==> config.mk <==
export PLATFORM = sky130hd
export DESIGN_NAME = sbq_ctrl
export DESIGN_NICKNAME = d
export VERILOG_FILES = /design/src/stereo_biquad_cascade_eq_core_macros.svh /design/src/sbq_pkg.sv /design/src/sbq_ctrl.sv
export SDC_FILE = /design/constraint.sdc
export NUM_CORES = 1
export LEC_CHECK = 0
export ABC_AREA = 1
export BUFFER_PORTS_ARGS = -buffer_cell sky130_fd_sc_hd__buf_2
export CAP_MARGIN = 20
export CORE_MARGIN = 1
export CORE_UTILIZATION = 58
export DETAILED_ROUTE_END_ITERATION = 10
export PLACE_DENSITY = 0.84
export SYNTH_ARGS = -nofsm -noshare
export SYNTH_HDL_FRONTEND = slang
export SYNTH_SLANG_ARGS = --single-unit
==> constraint.sdc <==
create_clock -name clk -period 4 [get_ports clk]
set_clock_uncertainty 0.15 [all_clocks]
set_input_delay 0.6 -clock clk [delete_from_list [all_inputs] [get_ports clk]]
set_output_delay 0.6 -clock clk [all_outputs]
set_load 0.05 [all_outputs]
==> src/stereo_biquad_cascade_eq_core_macros.svh <==
// Assertion macros for the stereo biquad cascade equalizer core.
`ifndef STEREO_BIQUAD_CASCADE_EQ_CORE_MACROS_SVH
`define STEREO_BIQUAD_CASCADE_EQ_CORE_MACROS_SVH
`ifndef SYNTHESIS
`define SBQ_ASSERT_IMPL(label, clk, rst, prop) \
  label: assert property (@(posedge clk) disable iff (rst) prop) \
    else $error("assertion failed: label");
`define SBQ_ASSERT_NORST(label, clk, prop) \
  label: assert property (@(posedge clk) prop) \
    else $error("assertion failed: label");
`else
`define SBQ_ASSERT_IMPL(label, clk, rst, prop)
`define SBQ_ASSERT_NORST(label, clk, prop)
`endif
`endif

==> src/sbq_pkg.sv <==
`timescale 1ns / 1ps
// ----------------------------------------------------------------------------
// sbq_pkg
// Shared types and constants of the stereo biquad cascade equalizer.
// ----------------------------------------------------------------------------
package sbq_pkg;

  localparam int STATE_FRAC = 16;
  localparam int COEF_SLOTS = 5;

  // Configuration register indexes
  localparam logic [1:0] REG_ENABLE = 2'd0;
  localparam logic [1:0] REG_PREAMP = 2'd1;
  localparam logic [1:0] REG_LEFT_SECTIONS = 2'd2;
  localparam logic [1:0] REG_RIGHT_SECTIONS = 2'd3;
  localparam int CFG_INDEX_WIDTH = 2;
  localparam int CFG_DATA_WIDTH = 25;

  // Command codes
  localparam logic CMD_PROCESS = 1'b0;
  localparam logic CMD_COEF = 1'b1;

  // Coefficient slots
  localparam logic [2:0] SLOT_B0 = 3'd0;
  localparam logic [2:0] SLOT_B1 = 3'd1;
  localparam logic [2:0] SLOT_B2 = 3'd2;
  localparam logic [2:0] SLOT_A1 = 3'd3;
  localparam logic [2:0] SLOT_A2 = 3'd4;

  typedef struct packed {
    logic               command;
    logic signed [31:0] left_sample;
    logic signed [31:0] right_sample;
    logic               coef_channel;
    logic [3:0]         coef_section;
    logic [2:0]         coef_slot;
    logic signed [31:0] coef_value;
  } in_item_t;

  typedef struct packed {
    logic signed [31:0] left_out;
    logic signed [31:0] right_out;
  } out_item_t;

  // Datapath operation selected by the controller each cycle
  typedef enum logic [3:0] {
    OP_NONE,
    OP_PREAMP,   // product of sample and gain
    OP_PRE_SAT,  // round, saturate, load v
    OP_RD,       // coefficient/delay reads in flight
    OP_M_B0,     // multiply b0*v
    OP_Y,        // form y
    OP_M_B1,     // multiply b1*v
    OP_M_A1,     // multiply a1*y
    OP_M_B2,     // multiply b2*v
    OP_M_A2,     // multiply a2*y
    OP_WB,       // write delays, advance v
    OP_FINAL,    // clamp and store channel result
    OP_PASS,     // load pass-through result
    OP_COEF_WR   // write coefficient and clear delays
  } dp_op_t;

  typedef struct packed {
    dp_op_t op;
    logic   chan;
    logic [5:0] section;
  } dp_cmd_t;

endpackage

==> src/sbq_ctrl.sv <==
`timescale 1ns / 1ps
// ----------------------------------------------------------------------------
// sbq_ctrl
// Sequencer that walks the sections of each channel through the datapath.
// ----------------------------------------------------------------------------
module sbq_ctrl import sbq_pkg::*; #(
  parameter int MAX_SECTIONS = 16
) (
  input  logic     clk,
  input  logic     rst,
  input  logic     in_valid,
  output logic     in_stall,
  input  logic     command,
  input  logic     enable,
  input  logic [4:0] left_sections,
  input  logic [4:0] right_sections,
  output logic     out_valid,
  input  logic     out_stall,
  output logic     load,
  output dp_cmd_t  cmd
);

  typedef enum logic [3:0] {
    S_IDLE, S_PRE, S_PSAT, S_RD, S_B0, S_Y, S_B1, S_A1, S_B2, S_A2, S_WB,
    S_WB2, S_FIN, S_OUT
  } state_t;

  state_t state;
  logic chan;
  logic [5:0] sec;
  logic [5:0] count;
  logic [5:0] lim_l, lim_r;

  assign lim_l = (32'(left_sections) > MAX_SECTIONS) ? 6'(MAX_SECTIONS) : 6'(left_sections);
  assign lim_r = (32'(right_sections) > MAX_SECTIONS) ? 6'(MAX_SECTIONS) : 6'(right_sections);

  assign in_stall = (state != S_IDLE) || (out_valid && out_stall);
  assign load = in_valid && !in_stall;

  // Command to datapath
  always_comb begin
    cmd.chan = chan;
    cmd.section = sec;
    unique case (state)
      S_PRE:  cmd.op = OP_PREAMP;
      S_PSAT: cmd.op = OP_PRE_SAT;
      S_RD:   cmd.op = OP_RD;
      S_B0:   cmd.op = OP_M_B0;
      S_Y:    cmd.op = OP_Y;
      S_B1:   cmd.op = OP_M_B1;
      S_A1:   cmd.op = OP_M_A1;
      S_B2:   cmd.op = OP_M_B2;
      S_A2:   cmd.op = OP_M_A2;
      S_WB:   cmd.op = OP_WB;
      S_FIN:  cmd.op = OP_FINAL;
      default: cmd.op = OP_NONE;
    endcase
    if (state == S_IDLE && load) begin
      cmd.op = (command == CMD_COEF) ? OP_COEF_WR : (enable ? OP_NONE : OP_PASS);
    end
  end

  // State and registered outputs
  always_ff @(posedge clk) begin
    if (rst) begin
      state <= S_IDLE;
      out_valid <= 1'b0;
      chan <= 1'b0;
      sec <= '0;
      count <= '0;
    end else begin
      // Raise the result flag when a result is ready, drop it after its transfer
      if ((state == S_IDLE && load && command == CMD_PROCESS && !enable) ||
          state == S_OUT) begin
        out_valid <= 1'b1;
      end else if (!out_stall) begin
        out_valid <= 1'b0;
      end
      unique case (state)
        S_IDLE: if (load && command == CMD_PROCESS && enable) begin
          chan <= 1'b0;
          sec <= '0;
          count <= lim_l;
          state <= S_PRE;
        end
        S_PRE:  state <= S_PSAT;
        S_PSAT: state <= (count == 6'd0) ? S_FIN : S_RD;
        S_RD:   state <= S_B0;
        S_B0:   state <= S_Y;
        S_Y:    state <= S_B1;
        S_B1:   state <= S_A1;
        S_A1:   state <= S_B2;
        S_B2:   state <= S_A2;
        S_A2:   state <= S_WB;
        S_WB:   state <= S_WB2;
        S_WB2: begin
          if (sec + 6'd1 == count) begin
            state <= S_FIN;
          end else begin
            sec <= sec + 6'd1;
            state <= S_RD;
          end
        end
        S_FIN: begin
          if (!chan) begin
            chan <= 1'b1;
            sec <= '0;
            count <= lim_r;
            state <= S_PRE;
          end else begin
            state <= S_OUT;
          end
        end
        S_OUT: state <= S_IDLE;
        default: state <= S_IDLE;
      endcase
    end
  end

endmodule

==> metrics.md, run 1 <==
| Metric | Value |
|---|---|
| Ports | 30 |
| Die W | just over 50 um |
| Total grt overflow | 0 |
| Combinational power share | 61.4% |
| Worst R2R Start | sec[0] |
| Post-synthesis cell type count | 27 |
| Crit path max fanout | 6 |
| Die Span Y | 50.7 um |
| Switch share | 54.3% |
| Net count after synthesis | 231 |
| Number of max-cap violations | 0 |
| Worst hold margin | 353 ps |
| Final Hold Vio Count | 0 |
| Worst setup path start | state[3] |
| Syn Std Cell Area | roughly 1400 um2 |
| GRT Total Usage | approximately a quarter |
| Critical Path AT | between 1500 and 2000 ps |
| Depth of the worst hold-timing path | 2 |
| Proportion of layout cells with a drive suffix above 1 | 21.3% |
| Pin count of the biggest net entering global routing | 12 |
| Max Fclk | 413 MHz |
| Outcome | completed |
| Drt pass-1 iters | 4 |
| Clock Power Share | approximately 10% |
| Leak Pwr | 0.782 nW |
| Layout Nets | 262 |
| Area grow syn2layout | 13.4% |
| Maximum buffer depth of the clock tree | 2 |
| CTS clk-pin slew, worst paths | ~120 ps |
| Seq/Total Area, Yosys | 30.5% |
| Internal power | 0.000487 W |
| Total power | 0.00107 W |
| Die area | 2570 um2 |
| FF-to-FF path depth | 12 |
| Port Buf Inserts | 29 |
| CP Capture Type | output port |
| Ant. Diodes | 0 |
| Initial antenna violation count | 0 |
| YS warnings | 0 |
| Hold-fix buffers at CTS | 0 |
| Initial DRC count | 34 |
| Setup_tns | 0 ps |
| Global-route wire length before repair | slightly above 5000 um |
| Core Area | 2230 um2 |
| Hold_sp | count[3] |
| Placed Area | 1530 um2 |
| Commonest non-fill, non-tap cell in the layout | nand2_1 |
| Power per Cell Area | 683 nW/um2 |
| Cells after synthesis | 214 |
| Post-route ant nets | 0 |
| Relative slew slack | 58.6% |
| Slew Viols, Final | 0 |
| Vias/cell | 5.05 |
| H-tree depth | 1 |
| DRT Wirelength | 2970 um |
| Post-route minimum period | 2420 ps |
| Hold Crit Class | reg -> reg |
| Hold endpoint | count[3] |
| Worst-Skew Late Latency | 310 ps |
| Root buf cell | clkbuf_4 |
| CP Launch Type | flip-flop |
| TritonCTS clock tree | done |
| Total CTS buffers | 3 |
| Final period util | roughly three fifths |
| # rows | 17 |
| Average cell area after synthesis | around 6.4 um2 |
| CTS resizes | 0 |
| Post-detail-place hpwl | 2310 um |
| Most frequent cells in the layout | nand2_1, inv_1, buf_2 |
| Post-CTS setup buffers | 0 |
| Vias | 1373 |
| Vias in the first global route | 1207 |
| Flop pwr share | 28.8% |
| Yosys reg bits | 21 |
| Final instance area | 1560 um2 |
| Wirelength per Cell | 10.9 um |
| Worst Tran Pin Value | a little over 600 ps |
| WS Path Type | reg -> out |
| Gpl congestion | 0.905 |
| Switching power | 0.000578 W |
| Final core utilization | 69.9% |
| Clock sink count | 21 |
| Maximum vdd drop | between 0.4 and 0.5 mV |
| Initial Util | 61.6% |
| R2R setup slack | 1780 ps |
| Final Setup Violations | 0 |
| RSZ-0062 raised after global routing | no |
| DRC Markers | 0 |
| Worst EP required | 3250 ps |
logic make-up after synthesis:
group,share of synthesized area (%)
buffers and inverters,11.1
adder cells (fa/ha/maj),0.909
AO/OA/AOI/OAI,13.2
AND/OR/NAND/NOR,44.3
flip-flops,30.5
cell type report:
type                            instances  area, um2
Fill cell                             220        673
Tap cell                               28       35.0
Inverter                               34        130
Timing Repair Buffer                   29        145
Sequential cell                        21        420
Multi-Input combinational cell        156        803
Clock buffer                            4       26.3
worst max-delay path by stage:
stage / endpoint
after floorplan: cmd[10]
after global placement: cmd[9]
after detailed placement: cmd[10]
after CTS: cmd[10]
after global routing: cmd[9]
final: cmd[10]
stage by stage:
| step | setup WS (ps) | cells |
|---|---|---|
| after global placement | 1690 | 268 |
| final | 1580 | 272 |
| after CTS | 1570 | 272 |
| after floorplan | 1170 | 214 |
| after global routing | 1490 | 272 |
| after detailed placement | 1650 | 268 |
synthesized netlist by cell type (all sizes together):
cell,number,area (um2)
nor3,5,36.3
nand2,55,231
nand3,22,115
nand3b,1,7.51
a211oi,1,7.51
nor2,36,188
a21oi,11,66.3
dfxtp,21,420
a31oi,4,25.0
buf,3,22.5
o41ai,2,17.5
nand4,5,31.3
o21ai,13,65.1
ha,1,12.5
inv,34,130
critical path, cell delays in order (launching register included):
cell and delay [ps]:
dfxtp_1 380, nor2_4 190, nand2_4 90, nor3_4 260, nand2_4 90, nor2_4 120, nor2_1 40, buf_2 200
metal layers:
layer  share of wire, %  vias to the layer above  GRT usage [%]  wire (um)
met5                  0                        -              0          0
met1                 51                      569           38.1       1510
li1                   -                      753              -          -
met4                1.3                        0           6.94         38
met3                5.2                        4           2.73        154
met2                 43                       47           41.8       1260
power by group through the flow:
stage | registers, W | logic (W) | clock network (W)
6_report | 0.000307 | 0.000654 | 0.000105
3_5_place_dp | 0.000311 | 0.000651 | 0
2_1_floorplan | 0.000337 | 0.000521 | 0
4_1_cts | 0.000306 | 0.000654 | 0.000104
5_1_grt | 0.000315 | 0.000725 | 0.000115
3_3_place_gp | 0.000310 | 0.000645 | 0
Power figures use the tool's default switching activity.
==> inputs of run 2 (changes only) <==
--- a/config.mk
+++ b/config.mk
@@ -9,9 +9,9 @@
 export BUFFER_PORTS_ARGS = -buffer_cell sky130_fd_sc_hd__buf_2
 export CAP_MARGIN = 20
 export CORE_MARGIN = 1
-export CORE_UTILIZATION = 58
+export CORE_UTILIZATION = 48
 export DETAILED_ROUTE_END_ITERATION = 10
-export PLACE_DENSITY = 0.84
+export PLACE_DENSITY = 0.75
 export SYNTH_ARGS = -nofsm -noshare
 export SYNTH_HDL_FRONTEND = slang
 export SYNTH_SLANG_ARGS = --single-unit
==> constraint.sdc (replaced) <==
create_clock -name clk -period 2 [get_ports clk]
set_clock_uncertainty 0.15 [all_clocks]
set_input_delay 0.3 -clock clk [delete_from_list [all_inputs] [get_ports clk]]
set_output_delay 0.3 -clock clk [all_outputs]
set_load 0.05 [all_outputs]
==> run 2 against run 1 <==
The flow now finishes with violations (negative setup slack). Power is 140% higher. Sequential share of layout area down 2.5 points. Combinational power rose to 2.6 times the previous value. Wire length increased by 10%. Non-clock buffer count rose by 14. Via count up 8.7%. Die area up 20%. Register-to-register slack lost 1800 ps. Critical path depth stayed put. Highest routed layer unchanged.
==> metrics.md, run 2 (synthesis gave the netlist of run 1 again) <==
| Metric | Value |
|---|---|
| Outcome | finished with violations |
| Failing checks | negative setup slack |
| Gpl congestion | 0.849 (-6.2%) |
| Slowest cell on the critical path | dfxtp_4 |
| Slew Viols, Final | 0 (unchanged) |
| Buf/Inv on CP | 1 (unchanged) |
| Die area | 3090 um2 (+20%) |
| Crit path largest cell delay | 370 ps (about the same) |
| Layout Nets | 276 (+5.3%) |
| Vias in the first global route | 1344 (+11%) |
| CP Capture Type | output port |
| Filler cell count | 254 (+15%) |
| TritonCTS clock tree | done |
| CP Launch Type | flip-flop |
| Pin count of the biggest net entering global routing | 13 (+1) |
| Ports | 30 (unchanged) |
| DRT Wirelength | 3270 um (+10%) |
| Maximum buffer depth of the clock tree | 2 (unchanged) |
| Final period util | 102% |
| Worst R2R Start | state[2] |
| RSZ-0062 raised after global routing | yes |
| Combinational power share | 67.3% (+5.9 points) |
| Initial Util | 50.3% (-11 points) |
| CP dominant cell by count | nor2_4 |
| Post-detail-place hpwl | 2430 um (+4.9%) |
| CTS clk-pin slew, worst paths | 130 ps (about the same) |
| Depth of the worst hold-timing path | 3 (+1) |
| Switch share | 51.1% (-3.2 points) |
| Hold endpoint | count[2] |
| Post-route minimum period | about 2000 ps |
| Relative slew slack | 60.1% (+1.5 points) |
| Final Setup Violations | 3 (+3) |
| Family with the most delay on the worst path | simple AND/OR/NAND/NOR gates |
| Clock sink count | 21 (unchanged) |
| Internal power | 0.00123 W (+150%) |
| Final Hold Vio Count | 0 (unchanged) |
| Total CTS buffers | 3 (unchanged) |
| Hold_sp | left_sections[2] |
| Crit path max fanout | 3 (-3) |
| Ant. Diodes | 0 (unchanged) |
| R2R setup slack | 20 ps (-1760 ps) |
| Root buf cell | clkbuf_4 |
| Total power | 0.00252 W (+140%) |
| Worst EP required | 1550 ps (-1700 ps) |
| Final core utilization | 65.1% (-4.8 points) |
| Vias | 1493 (+8.7%) |
| Total grt overflow | 0 (unchanged) |
| Worst-Skew Late Latency | 310 ps (about the same) |
| Worst hold margin | 107 ps (-246 ps) |
| Most frequent cells in the layout | nand2_1, inv_1, buf_2 |
| Vias/cell | 5.17 (+2.3%) |
| Leak Pwr | 0.873 nW (+12%) |
| Number of max-cap violations | 0 (unchanged) |
| WS Path Type | reg -> out |
| # rows | 19 (+2) |
| H-tree depth | 1 (unchanged) |
| Global-route wire length before repair | 5600 um (+8.7%) |
| DRC Markers | 0 (unchanged) |
| Port Buf Inserts | 29 (unchanged) |
| Placed Area | 1610 um2 (+5.2%) |
| Commonest non-fill, non-tap cell in the layout | nand2_1 |
| Flop pwr share | 24.2% (-4.6 points) |
| Clock Power Share | 8.5% (-1.3 points) |
| Die Span Y | 55.5 um (+9.5%) |
| Area grow syn2layout | 29.3% |
| Critical Path AT | 1590 ps (-80 ps) |
| Switching power | 0.00129 W (+120%) |
| Final instance area | 1780 um2 (+14%) |
| Core Area | 2730 um2 (+22%) |
| Wirelength per Cell | 11.3 um (+3.8%) |
| Initial DRC count | 57 (+68%) |
| GRT Total Usage | 22.6% (-3.9 points) |
| FF-to-FF path depth | 12 (unchanged) |
| Crit path cell chain | nor2_4, nand2_4, nor3_4, nand2_4, nor2_4, nor2_4, buf_8 |
| Power per Cell Area | 1410 nW/um2 (+110%) |
| Setup WS post-layout | -39.3 ps (-1620 ps) |
| Maximum vdd drop | 1.08 mV (+150%) |
| Die W | 55.5 um (+9.5%) |
| Worst Tran Pin Value | 590 ps (-21.9 ps) |
| Initial antenna violation count | 0 (unchanged) |
| Post-route ant nets | 0 (unchanged) |
| Hold Crit Class | in -> reg |
| Worst reg2reg path endpoint | count[3] |
| Drt pass-1 iters | 4 (unchanged) |
| Max Fclk | about 500 MHz |
| Proportion of layout cells with a drive suffix above 1 | 33.3% (+12 points) |
## run 2: changes by cell type in the layout (fill, tap and decap cells not counted), moves of 2 or more
cell     previous run  this run
buf_2              29        24
buf_4               0        13
buf_6               0         4
dfxtp_1            21        14
dfxtp_2             0         5
dfxtp_4             0         2
nand2_1            49        47
nand2_4             2         4
nor2_1             27        21
nor2_2              3         7
nor2_4              6         8
## run 2: worst reg2reg max path, cell delays in order, from the launching register on
cell,delay [ps]
dfxtp_4,370
nor2_4,140
nand2_4,70
nor3_4,250
nand2_4,90
nor2_4,160
buf_4,150
nor2_2,50
nor2_4,110
buf_4,170
nand3_1,100
nand2_1,70
a21oi_1,30
## run 2: worst max path at each step
stage | from | end | slack (ps) | cells after the start
2_1_floorplan | state[3] | sec[2] | -160 | 11
3_3_place_gp | sec[1] | flip-flop | 70 | 14
3_5_place_dp | sec[1] | flip-flop | 30 | 13
4_1_cts | state[2] | cmd[9] | -60 | 7
5_1_grt | sec[1] | flip-flop | -130 | 13
6_report | state[2] | cmd[10] | -40 | 7
## run 2: metal layers
layer  wire length, um  global-route usage (%)  up-vias  part of all wire [%]
met2              1670                    38.9       24                    51
met1              1460                    28.3      687                    45
met5                 0                       0        -                     0
met3               105                    5.15        6                   3.2
li1                  -                       -      776                     -
met4                35                    5.71        0                   1.1
## run 2: area by class of cell
type	instances	area, um2	area share (%)
Inverter	34	130	7.31
Multi-Input combinational cell	156	863	48.5
Sequential cell	21	434	24.4
Clock inverter	1	5.00	0.281
Timing Repair Buffer	43	285	16.0
Tap cell	31	38.8	2.18
Clock buffer	3	22.5	1.27
## run 2: repair_timing
action | in CTS | in global routing
hold buffers | 0 | 0
hold endpoints to repair | 0 | 0
buffers inserted | 5 | 2
resized for setup | 10 | 18
pin swaps | 5 | 13
setup endpoints to repair | 4 | 21
## run 2: power by group through the flow
stage / clock, W / sequential [W] / combinational (W)
3_3_place_gp: 0 / 0.000613 / 0.00144
5_1_grt: 0.000238 / 0.000622 / 0.00184
2_1_floorplan: 0 / 0.000679 / 0.00108
6_report: 0.000215 / 0.000608 / 0.00169
4_1_cts: 0.000215 / 0.000603 / 0.00159
3_5_place_dp: 0 / 0.000615 / 0.00145
## run 2: metrics by stage
stage,instances,setup TNS [ps],setup slack [ps]
after floorplan,214,-1670,-161
after global placement,278,0,65.0
after detailed placement,278,0,29.8
after CTS,287,-143,-57.6
after global routing,289,-1540,-133
final,289,-80.3,-39.3
